### config.mk
export PLATFORM = sky130hd
export DESIGN_NAME = tvts_ctrl
export DESIGN_NICKNAME = d
export VERILOG_FILES = /design/src/hw/rtl/tvts_pkg.sv /design/src/hw/rtl/tvts_ctrl.sv
export SDC_FILE = /design/constraint.sdc
export NUM_CORES = 1
export LEC_CHECK = 0
export BUFFER_PORTS_ARGS = -buffer_cell sky130_fd_sc_hd__buf_4
export CAP_MARGIN = 20
export CORE_AREA = 2 2 39 41
export CTS_CLUSTER_DIAMETER = 120
export DETAILED_ROUTE_END_ITERATION = 12
export DIE_AREA = 0 0 41 43
export GPL_TIMING_DRIVEN = 0
export SLEW_MARGIN = 20
export SYNTH_ARGS = -nofsm -noshare
export SYNTH_HDL_FRONTEND = slang
export SYNTH_SLANG_ARGS = --single-unit
### constraint.sdc
create_clock -name i_clk -period 2.1 [get_ports i_clk]
set_input_delay 0.105 -clock i_clk [delete_from_list [all_inputs] [get_ports i_clk]]
set_output_delay 0.105 -clock i_clk [all_outputs]
set_load 0.03 [all_outputs]
### src/hw/rtl/tvts_pkg.sv
// Shared types, constants and the pitch table of the two-voice tracker synthesizer.
package tvts_pkg;

    // Controller states.
    typedef enum logic [2:0] {
        S_CLEAR,
        S_IDLE,
        S_ENV,
        S_AMP,
        S_MIX,
        S_FILT,
        S_OUT
    } t_state;

    // Envelope stage of one voice.
    typedef enum logic [1:0] {
        ST_RELEASE = 2'd0,
        ST_ATTACK  = 2'd1,
        ST_HOLD    = 2'd2
    } t_stage;

    // Commands from the controller to the datapath.
    typedef struct packed {
        logic clr;       // clear one song table row
        logic wr;        // store a song table entry
        logic tick;      // row handling, counters and song table read
        logic env;       // phase and envelope update
        logic amp;       // sawtooth amplitude
        logic mix;       // voice scaling and sum
        logic filt;      // low-pass filter update
        logic out_load;  // output scaling and output register load
    } t_dp_cmd;

    // Commands to one voice.
    typedef struct packed {
        logic start;     // row start: act on the latched note
        logic gate;      // gate tick: release a pending note
        logic env;       // advance phase and envelope
        logic latch;     // latch the note code read from the song table
    } t_voice_cmd;

    // Configuration register indexes.
    localparam logic [2:0] CFG_SAMPLES_PER_ROW = 3'd0;
    localparam logic [2:0] CFG_GATE_OFF_SAMPLE = 3'd1;
    localparam logic [2:0] CFG_SONG_ROWS       = 3'd2;
    localparam logic [2:0] CFG_ATTACK_STEP     = 3'd3;
    localparam logic [2:0] CFG_HOLD_DECAY      = 3'd4;
    localparam logic [2:0] CFG_RELEASE_DECAY   = 3'd5;
    localparam logic [2:0] CFG_FILTER_GAIN     = 3'd6;

    // Configuration reset values.
    localparam logic [15:0] RST_SAMPLES_PER_ROW = 16'd4000;
    localparam logic [15:0] RST_GATE_OFF_SAMPLE = 16'd3000;
    localparam logic [7:0]  RST_SONG_ROWS       = 8'd128;
    localparam logic [15:0] RST_ATTACK_STEP     = 16'd328;
    localparam logic [15:0] RST_HOLD_DECAY      = 16'd65529;
    localparam logic [15:0] RST_RELEASE_DECAY   = 16'd65405;
    localparam logic [15:0] RST_FILTER_GAIN     = 16'd19661;

    // Note codes.
    localparam logic [5:0] CODE_CONT = 6'd0;
    localparam logic [5:0] CODE_END  = 6'd48;

    // Level constants in Q2.16.
    localparam logic [17:0] LEVEL_MAX  = 18'h3FFFF;
    localparam logic [17:0] LEVEL_HALF = 18'd32768;
    localparam logic [17:0] LEVEL_ONE  = 18'd65536;

    // Waveform and output scaling constants.
    localparam logic signed [18:0] SAW_OFFSET = 19'sd85197;
    localparam logic signed [18:0] SAW_SLOPE  = 19'sd170394;
    localparam logic signed [18:0] OUT_GAIN   = 19'sd5000;

    // Phase increments of the 47 semitones as 32-bit phase fractions.
    localparam logic [31:0] PITCH_ROM [47] = '{
        32'd6748811,  32'd7150116,  32'd7575285,  32'd8025735,  32'd8502970,
        32'd9008582,  32'd9544261,  32'd10111792, 32'd10713070, 32'd11350103,
        32'd12025015, 32'd12740059, 32'd13497623, 32'd14300233, 32'd15150569,
        32'd16051469, 32'd17005939, 32'd18017165, 32'd19088521, 32'd20223584,
        32'd21426141, 32'd22700205, 32'd24050030, 32'd25480119, 32'd26995246,
        32'd28600466, 32'd30301139, 32'd32102938, 32'd34011878, 32'd36034330,
        32'd38177043, 32'd40447168, 32'd42852281, 32'd45400411, 32'd48100060,
        32'd50960238, 32'd53990491, 32'd57200931, 32'd60602278, 32'd64205876,
        32'd68023757, 32'd72068660, 32'd76354085, 32'd80894335, 32'd85704563,
        32'd90800821, 32'd96200119
    };

    // Pitch word of a note code; codes that are not notes give zero.
    function automatic logic [31:0] pitch_word(input logic [5:0] code);
        if (code != CODE_CONT && code < CODE_END) begin
            return PITCH_ROM[code - 6'd1];
        end
        return 32'd0;
    endfunction

endpackage

### src/hw/rtl/tvts_ctrl.sv
// Controller: table clearing, input handshake, step sequence and output valid.
module tvts_ctrl import tvts_pkg::*; (
    input  logic    i_clk,
    input  logic    i_rst_n,
    input  logic    i_valid,
    input  logic    i_func,
    input  logic    i_ready,
    input  logic    i_clr_last,
    output logic    o_ready,
    output logic    o_valid,
    output t_dp_cmd o_cmd
);

    t_state r_state, n_state;
    logic   r_out_valid, n_out_valid;

    // State register and output valid flag.
    always_ff @(posedge i_clk) begin
        if (!i_rst_n) begin
            r_state     <= S_CLEAR;
            r_out_valid <= 1'b0;
        end else begin
            r_state     <= n_state;
            r_out_valid <= n_out_valid;
        end
    end

    // Next state and commands.
    always_comb begin
        n_state = r_state;
        o_cmd   = '0;
        o_ready = 1'b0;
        case (r_state)
            S_CLEAR: begin
                o_cmd.clr = 1'b1;
                if (i_clr_last) begin
                    n_state = S_IDLE;
                end
            end
            S_IDLE: begin
                o_ready = 1'b1;
                if (i_valid) begin
                    if (i_func) begin
                        o_cmd.wr = 1'b1;
                    end else begin
                        o_cmd.tick = 1'b1;
                        n_state    = S_ENV;
                    end
                end
            end
            S_ENV: begin
                o_cmd.env = 1'b1;
                n_state   = S_AMP;
            end
            S_AMP: begin
                o_cmd.amp = 1'b1;
                n_state   = S_MIX;
            end
            S_MIX: begin
                o_cmd.mix = 1'b1;
                n_state   = S_FILT;
            end
            S_FILT: begin
                o_cmd.filt = 1'b1;
                n_state    = S_OUT;
            end
            S_OUT: begin
                // Wait until the output register is free.
                if (!r_out_valid || i_ready) begin
                    o_cmd.out_load = 1'b1;
                    n_state        = S_IDLE;
                end
            end
            default: begin
                n_state = S_IDLE;
            end
        endcase
    end

    // A loaded word stays valid until it is taken.
    always_comb begin
        if (o_cmd.out_load) begin
            n_out_valid = 1'b1;
        end else if (i_ready) begin
            n_out_valid = 1'b0;
        end else begin
            n_out_valid = r_out_valid;
        end
    end

    assign o_valid = r_out_valid;

endmodule

==> results of run 1 <==
through the flow:
| step | power [mW] | setup slack, ps | util [%] |
|---|---|---|---|
| after detailed placement | 0.173 | 1020 | 33.0 |
| after global routing | 0.286 | 664 | 34.6 |
| after CTS | 0.273 | 748 | 34.6 |
| after global placement | 0.172 | 997 | 33.0 |
| after floorplan | 0.143 | 781 | - |
| final | 0.270 | 758 | 34.6 |
power by group through the flow:
stage	sequential, mW	combinational [mW]	clock [mW]
2_1_floorplan	0.0853	0.0578	0
3_3_place_gp	0.0863	0.0861	0
3_5_place_dp	0.0863	0.0866	0
4_1_cts	0.0850	0.0869	0.101
5_1_grt	0.0858	0.0938	0.106
6_report	0.0850	0.0864	0.0983
layer usage:
metal | wire length [um] | vias to the layer above | part of all wire [%] | GRT usage, %
li1 | - | 178 | - | -
met1 | 321 | 151 | 45 | 10.6
met2 | 333 | 8 | 47 | 14.1
met3 | 40 | 2 | 5.6 | 3.14
met4 | 20 | 0 | 2.8 | 6.00
met5 | 0 | - | 0 | 0
critical path, delay by kind of cell (launching register included):
kind,cells,cell delay [ps]
flip-flops,1,360
AND/OR/NAND/NOR,2,210
buffers and inverters,3,420
logic make-up (layout without fill, tap and decap cells):
family / after synthesis / in the layout / synth area share, %
AO/OA/AOI/OAI: 9 / 9 / 20.1
flip-flops: 4 / 4 / 24.7
AND/OR/NAND/NOR: 21 / 21 / 40.2
buffers and inverters: 6 / 24 / 15.1
state kept, by name, summed over array words and instances (netlist names):
name and flops:
r_state 3, o_valid 1
cell usage in the layout, fill, tap and decap left out, drive strengths merged:
cell type,netlist,final
a21boi,1,1
a21oi,1,1
a22o,1,1
a31oi,1,1
and2,3,3
and2b,2,2
and3,3,3
and3b,1,1
buf,4,19
clkbuf,0,3
dfxtp,4,4
inv,2,2
nand2,3,3
nand2b,2,2
nor2,2,2
nor3,3,3
nor3b,2,2
o21ai,3,3
o221a,2,2
final cells by class:
cell class | instances | area, um2
timing repair buffer | 15 | 113
tap | 16 | 20.0
sequential | 4 | 80.1
inverter | 2 | 7.51
fill | 142 | 905
multi-input combinational | 30 | 195
clock buffer | 3 | 22.5
buffer | 4 | 41.3
how the worst min path moves through the flow:
stage | from | endpoint | slack (ps)
finish | i_rst_n | r_state[2] | 130
CTS | i_rst_n | r_state[2] | 130
global route | i_rst_n | r_state[2] | 130
global placement | i_rst_n | o_valid | 360
floorplan | i_rst_n | o_valid | 230
detailed placement | i_rst_n | o_valid | 370
==> impl_results.md, run 1 <==
* # Post-CTS Setup Buffers at 0
* Remaining DRCs at 0
* Synth area leader: dfxtp_1
* Crit path kind: flip-flop to output pin
* Ys flop type: dfxtp_1
* Cells after synthesis at 40
* R2R Path Start: r_state[2]
* Placed cells at 71
* Fmax at 745 MHz
* RSZ-0062 raised after global routing: no
* Share of cells above drive strength 1 at 43.1%
* PD cells at 563 mW/mm2
* Placer Congestion at 0.693
* Maxcap violations at 0
* Critical path capture point type: output pin
* Initial core utilization at 23.4%
* Mapped Avg Cell Area at 8.10 um2
* Post-synth net total at 46
* Synth Register Bits at 4
* GRT overflow at 0
* Final Skew at 4.53 ps
* Via density at 4.58
* Critical Path RT at 2000 ps
* Clock power share at 36.4%
* TritonCTS clock tree: yes
* Psw at 84.8 uW
* Critical Path Start: r_state[1]
* Fin. max-slew vios at 0
* R2R cell count at 4
* R2R Setup Slk at 1080 ps
* Top cells by area, synth: dfxtp_1, buf_6, o221a_1, and3_1, o21ai_0
* Comb pwr share at 32.0%
* Status: complete, no violations
* Finish-stage setup viols at 0
* Crit path cell chain: buf_6, nand2_1, nor3_1, buf_4, buf_4
* Clock buffer depth at 2
* Register area share after synthesis at 24.7%
* First-pass GRT wire length at 1110 um
* Startpoint Class: flip-flop
* Synthesized cell area at 324 um2
* Drt wl/cell at 9.68 um
* EDFF count, synth at 0
* Core region area at 0.00138 mm2
* Wirelength, routed at 716 um
* Initial antenna violation count at 0
* Pin count of the biggest net entering global routing at 11
* Worst min path class: input port to flip-flop
* Yosys Warn Count at 0
* Final Net Count at 66
* Clk sinks at 4
* Ant diodes at 0
* CP max-delay cell: dfxtp_1
* Setup TNS at 0 ps
* Die Y at 43 um
* Ports at 16
* Max H-tree Level at 1
* Clk_lat worst skew at 240 ps
* Area growth, synth to finish at 47.9%
* Synth cell types at 21
* Int Power at 185 uW
* Cells on Worst Hold Path at 2
* Async SR Flop Fraction at 0%
* CTS clk-pin slew, worst paths at 40 ps
* Static leakage at 0.245 nW
* Die width at 41 um
* Vias in the first global route at 278
* Clk root buf: clkbuf_4
* Relative slew margins at 88.3%
* Worst slew pin tran at 174 ps
* Tcrit/Tclk final at 63.9%
* Area share of the largest cell type after synthesis at 24.7%
* Total number of vias at 339
* Port Buffers at 15
* List of most frequent post-synthesis cells: dfxtp_1, and3_1, buf_6, nand2_1, o21ai_0
* Critical Path Sink: o_cmd[0]
* Post-route cell area at 479 um2
* FF-to-FF End: r_state[0]
* Cell repeated most along the worst path: buf_4
* Total GRT Usage at 9.34%
* Cell Area, Placed at 457 um2
* Cts bufs inserted at 3
* Drt pass-1 iters at 4
* CP Max Fanout at 10
* Min Hold Slack at 132 ps
* Post-CTS sizing at 0
* Die ar. at 0.00176 mm2
* Post-Layout Cell Count at 74
* Sw Share at 31.4%
* Antenna-violating nets left at 0
* Crit path largest cell delay at 360 ps
* Crit path DAT at 1240 ps
* First DRT Iteration DRCs at 3
* Top-count cell post-synth: dfxtp_1
* Final hold vios at 0
* Rows at 14
* Max VDD drop at 0.000147 V
* Sequential share of power at 31.5%
* # hold bufs at CTS at 0
* Post-layout min period at 1340 ps
(Power assumes the default switching activity.)
==> inputs of run 2 (changes only) <==
Settings changed: ABC_AREA set to 1.
Clock period 2.1 ns to 1.1 ns, I/O delays scaled along.
==> impl_results.md, run 2 <==
* EDFF count, synth at 0 (unchanged)
* Hold EP: r_state[0] (was r_state[2])
* Post-layout min period at 1210 ps
* Startpoint Class: flip-flop (unchanged)
* Clk sinks at 4 (unchanged)
* Ports at 16 (unchanged)
* Synth Register Bits at 4 (unchanged)
* R2R Setup Slk at 40 ps (was 1080 ps)
* Final Net Count at 81 (was 66)
* Critical path buffer and inverter count at 4 (was 3)
* Cell family with most CP delay: buffers and inverters (unchanged)
* Tcrit/Tclk final at 110%
* Setup TNS at -543 ps (was 0 ps)
* Mapped Avg Cell Area at 5.78 um2 (was 8.10 um2)
* Worst path depth at 7 (was 5)
* Placer Congestion at 0.703 (was 0.693)
* RSZ-0062 raised after global routing: yes (was no)
* Final Skew at 6.21 ps (was 4.53 ps)
* Total number of vias at 363 (was 339)
* Crit path largest cell delay at 300 ps (was 360 ps)
* Crit path DAT at 1160 ps (was 1240 ps)
* Max VDD drop at 0.000563 V (was 0.000147 V)
* Via density at 4.08 (was 4.58)
* Area share of the largest cell type after synthesis at 27.7% (was 24.7%)
* Top-count cell post-synth: nor2_1 (was dfxtp_1)
* Clk root buf: clkbuf_4 (unchanged)
* Post-synth net total at 56 (was 46)
* Die ar. at 0.00176 mm2 (unchanged)
* Critical Path RT at 1040 ps (was 2000 ps)
* TritonCTS clock tree: yes (unchanged)
* Setup slack after layout at -111 ps (was 758 ps)
* Final hold vios at 0 (unchanged)
* Drt wl/cell at 8.44 um (was 9.68 um)
* Static leakage at 0.285 nW (was 0.245 nW)
* Cts bufs inserted at 3 (unchanged)
* Cells on Worst Hold Path at 3 (was 2)
* Biggest register: r_state (unchanged)
* Synthesized cell area at 289 um2 (was 324 um2)
* Hold_sp: i_rst_n (unchanged)
* Synth cell types at 13 (was 21)
* Clock buffer depth at 2 (unchanged)
* Finish-stage setup viols at 8 (was 0)
* Violated checks: setup timing
* Share of cells above drive strength 1 at 58.9% (was 43.1%)
* GRT overflow at 0 (unchanged)
* First-pass GRT wire length at 1170 um (was 1110 um)
* Async SR Flop Fraction at 0% (unchanged)
* Critical path capture point type: output pin (unchanged)
* CP max-delay cell: dfxtp_1 (unchanged)
* Die Y at 43 um (unchanged)
* Synth area leader: dfxtp_1 (unchanged)
* Yosys Warn Count at 0 (unchanged)
* List of most frequent post-synthesis cells: nor2_1, inv_1, nand2_1 (was dfxtp_1, and3_1, buf_6, nand2_1, o21ai_0)
* Post-Layout Cell Count at 89 (was 74)
* Register area share after synthesis at 27.7% (was 24.7%)
* Status: finished, violations left (was complete, no violations)
* Remaining DRCs at 0 (unchanged)
* Fin. max-slew vios at 0 (unchanged)
* Total GRT Usage at 10.1% (was 9.34%)
* Ys flop type: dfxtp_1 (unchanged)
* Core region area at 0.00138 mm2 (unchanged)
* Drt pass-1 iters at 1 (was 4)
* Vias in the first global route at 329 (was 278)
* R2R cell count at 7 (was 4)
* PD cells at 1620 mW/mm2 (was 563 mW/mm2)
* Antenna-violating nets left at 0 (unchanged)
* Clk_lat worst skew at 240 ps (about the same)
* Initial core utilization at 20.9% (was 23.4%)
* Port Buffers at 15 (unchanged)
* Relative slew margins at 86.2% (was 88.3%)
* Pin count of the biggest net entering global routing at 7 (was 11)
* DPL Wire Length at 541 um
* Cell repeated most along the worst path: nor2_4 (was buf_4)
* Dpl ws at -65.7 ps (was 1020 ps)
* Wirelength, routed at 751 um (was 716 um)
* Most frequent cells in the layout: buf_4, inv_1, nor2_1, nand2_1, buf_6 (was buf_4, dfxtp_1)
* FF-to-FF End: r_state[0] (unchanged)
* Worst min path class: input port to flip-flop (unchanged)
* CP Max Fanout at 5 (was 10)
* Initial antenna violation count at 0 (unchanged)
* CTS clk-pin slew, worst paths at 30 ps (was 40 ps)
* Die width at 41 um (unchanged)
* Maxcap violations at 0 (unchanged)
* Final Power at 918 uW (was 270 uW)
* Worst slew pin tran at 206 ps (was 174 ps)
* Top cells by area, synth: dfxtp_1, nor2_1, nand3_1, inv_1, nand2_1 (was dfxtp_1, buf_6, o221a_1, and3_1, o21ai_0)
* Rows at 14 (unchanged)
* Crit path kind: flip-flop to output pin (unchanged)
* Min Hold Slack at 67.9 ps (was 132 ps)
* Max H-tree Level at 1 (unchanged)
* R2R Path Start: r_state[1] (was r_state[2])
* Crit path cell chain: buf_6, nor2_4, inv_2, nor2_4, inv_2, nor2_4, buf_6 (was buf_6, nand2_1, nor3_1, buf_4, buf_4)
* Max reg flops at 3 (unchanged)
* Fmax at 826 MHz
* Placed cells at 81 (was 71)
* Cells after synthesis at 50 (was 40)
* First DRT Iteration DRCs at 0 (was 3)
* Ant diodes at 0 (unchanged)
* Most common library cell in the layout ignoring fill and taps: buf_4 (unchanged)
* Area growth, synth to finish at 95.7% (was 47.9%)
[run 2: cell count changes in the layout (fill, tap and decap cells not counted), moves of 3 or more]
cell,before,now
inv_1,2,7
nor2_1,2,7
nand2_1,3,7
nor2_4,0,4
and3_1,3,0
nand3_1,0,3
nand3_2,0,3
[run 2: cells by family (layout without fill, tap and decap cells)]
group / Yosys count / in the layout / share of synthesized area, %
DFF: 4 / 4 / 27.7
and+or+nand+nor: 31 / 31 / 48.9
buffers and inverters: 12 / 35 / 18.2
AOI/OAI and AO/OA: 3 / 3 / 5.19
[run 2: tightest hold or removal path, delay by kind of cell]
family,cells,cell delay [ps]
buffers and inverters,1,120
and+or+nand+nor,2,80
[run 2: worst max path at each step]
stage | from | to | slack, ps
floorplan | r_state[1] | o_cmd[6] | -50
global placement | r_state[2] | r_state[1] | -40
detailed placement | r_state[2] | r_state[1] | -70
CTS | r_state[1] | o_cmd[5] | -120
global route | r_state[1] | o_cmd[6] | -180
finish | r_state[1] | o_cmd[5] | -110
[run 2: cell type report]
type                       count  area (um2)
tap                           16        20.0
fill                         156         818
multi-input combinational     34         211
timing repair buffer          21         173
clock buffer                   3        22.5
sequential                     4        87.6
inverter                      10        40.0
buffer                         1        11.3
[run 2: per-stage QoR]
step | area [um2] | utilization, %
2_1_floorplan | 324 | -
3_3_place_gp | 457 | 33.0
3_5_place_dp | 457 | 33.0
4_1_cts | 538 | 38.9
5_1_grt | 566 | 40.9
6_report | 566 | 40.9
[run 2: per-layer routing]
layer	GRT usage (%)	wire length [um]
met5	0	0
met4	10.0	5
met3	1.57	49
met2	16.3	418
met1	9.97	278
[run 2: timing repair]
item / 4_1_cts / 5_1_grt
pin swaps: 3 / 1
hold buffers: 0 / 0
resized for setup: 9 / 5
buffers inserted: 5 / 1
setup endpoints to repair: 10 / 12
[run 2: report_power, final]
part | leakage [nW] | switching (mW) | internal, mW | total [mW]
combinational | 0.237 | 0.306 | 0.238 | 0.543
clock | 0.0138 | 0.0590 | 0.122 | 0.181
sequential | 0.0341 | 0.0220 | 0.172 | 0.194
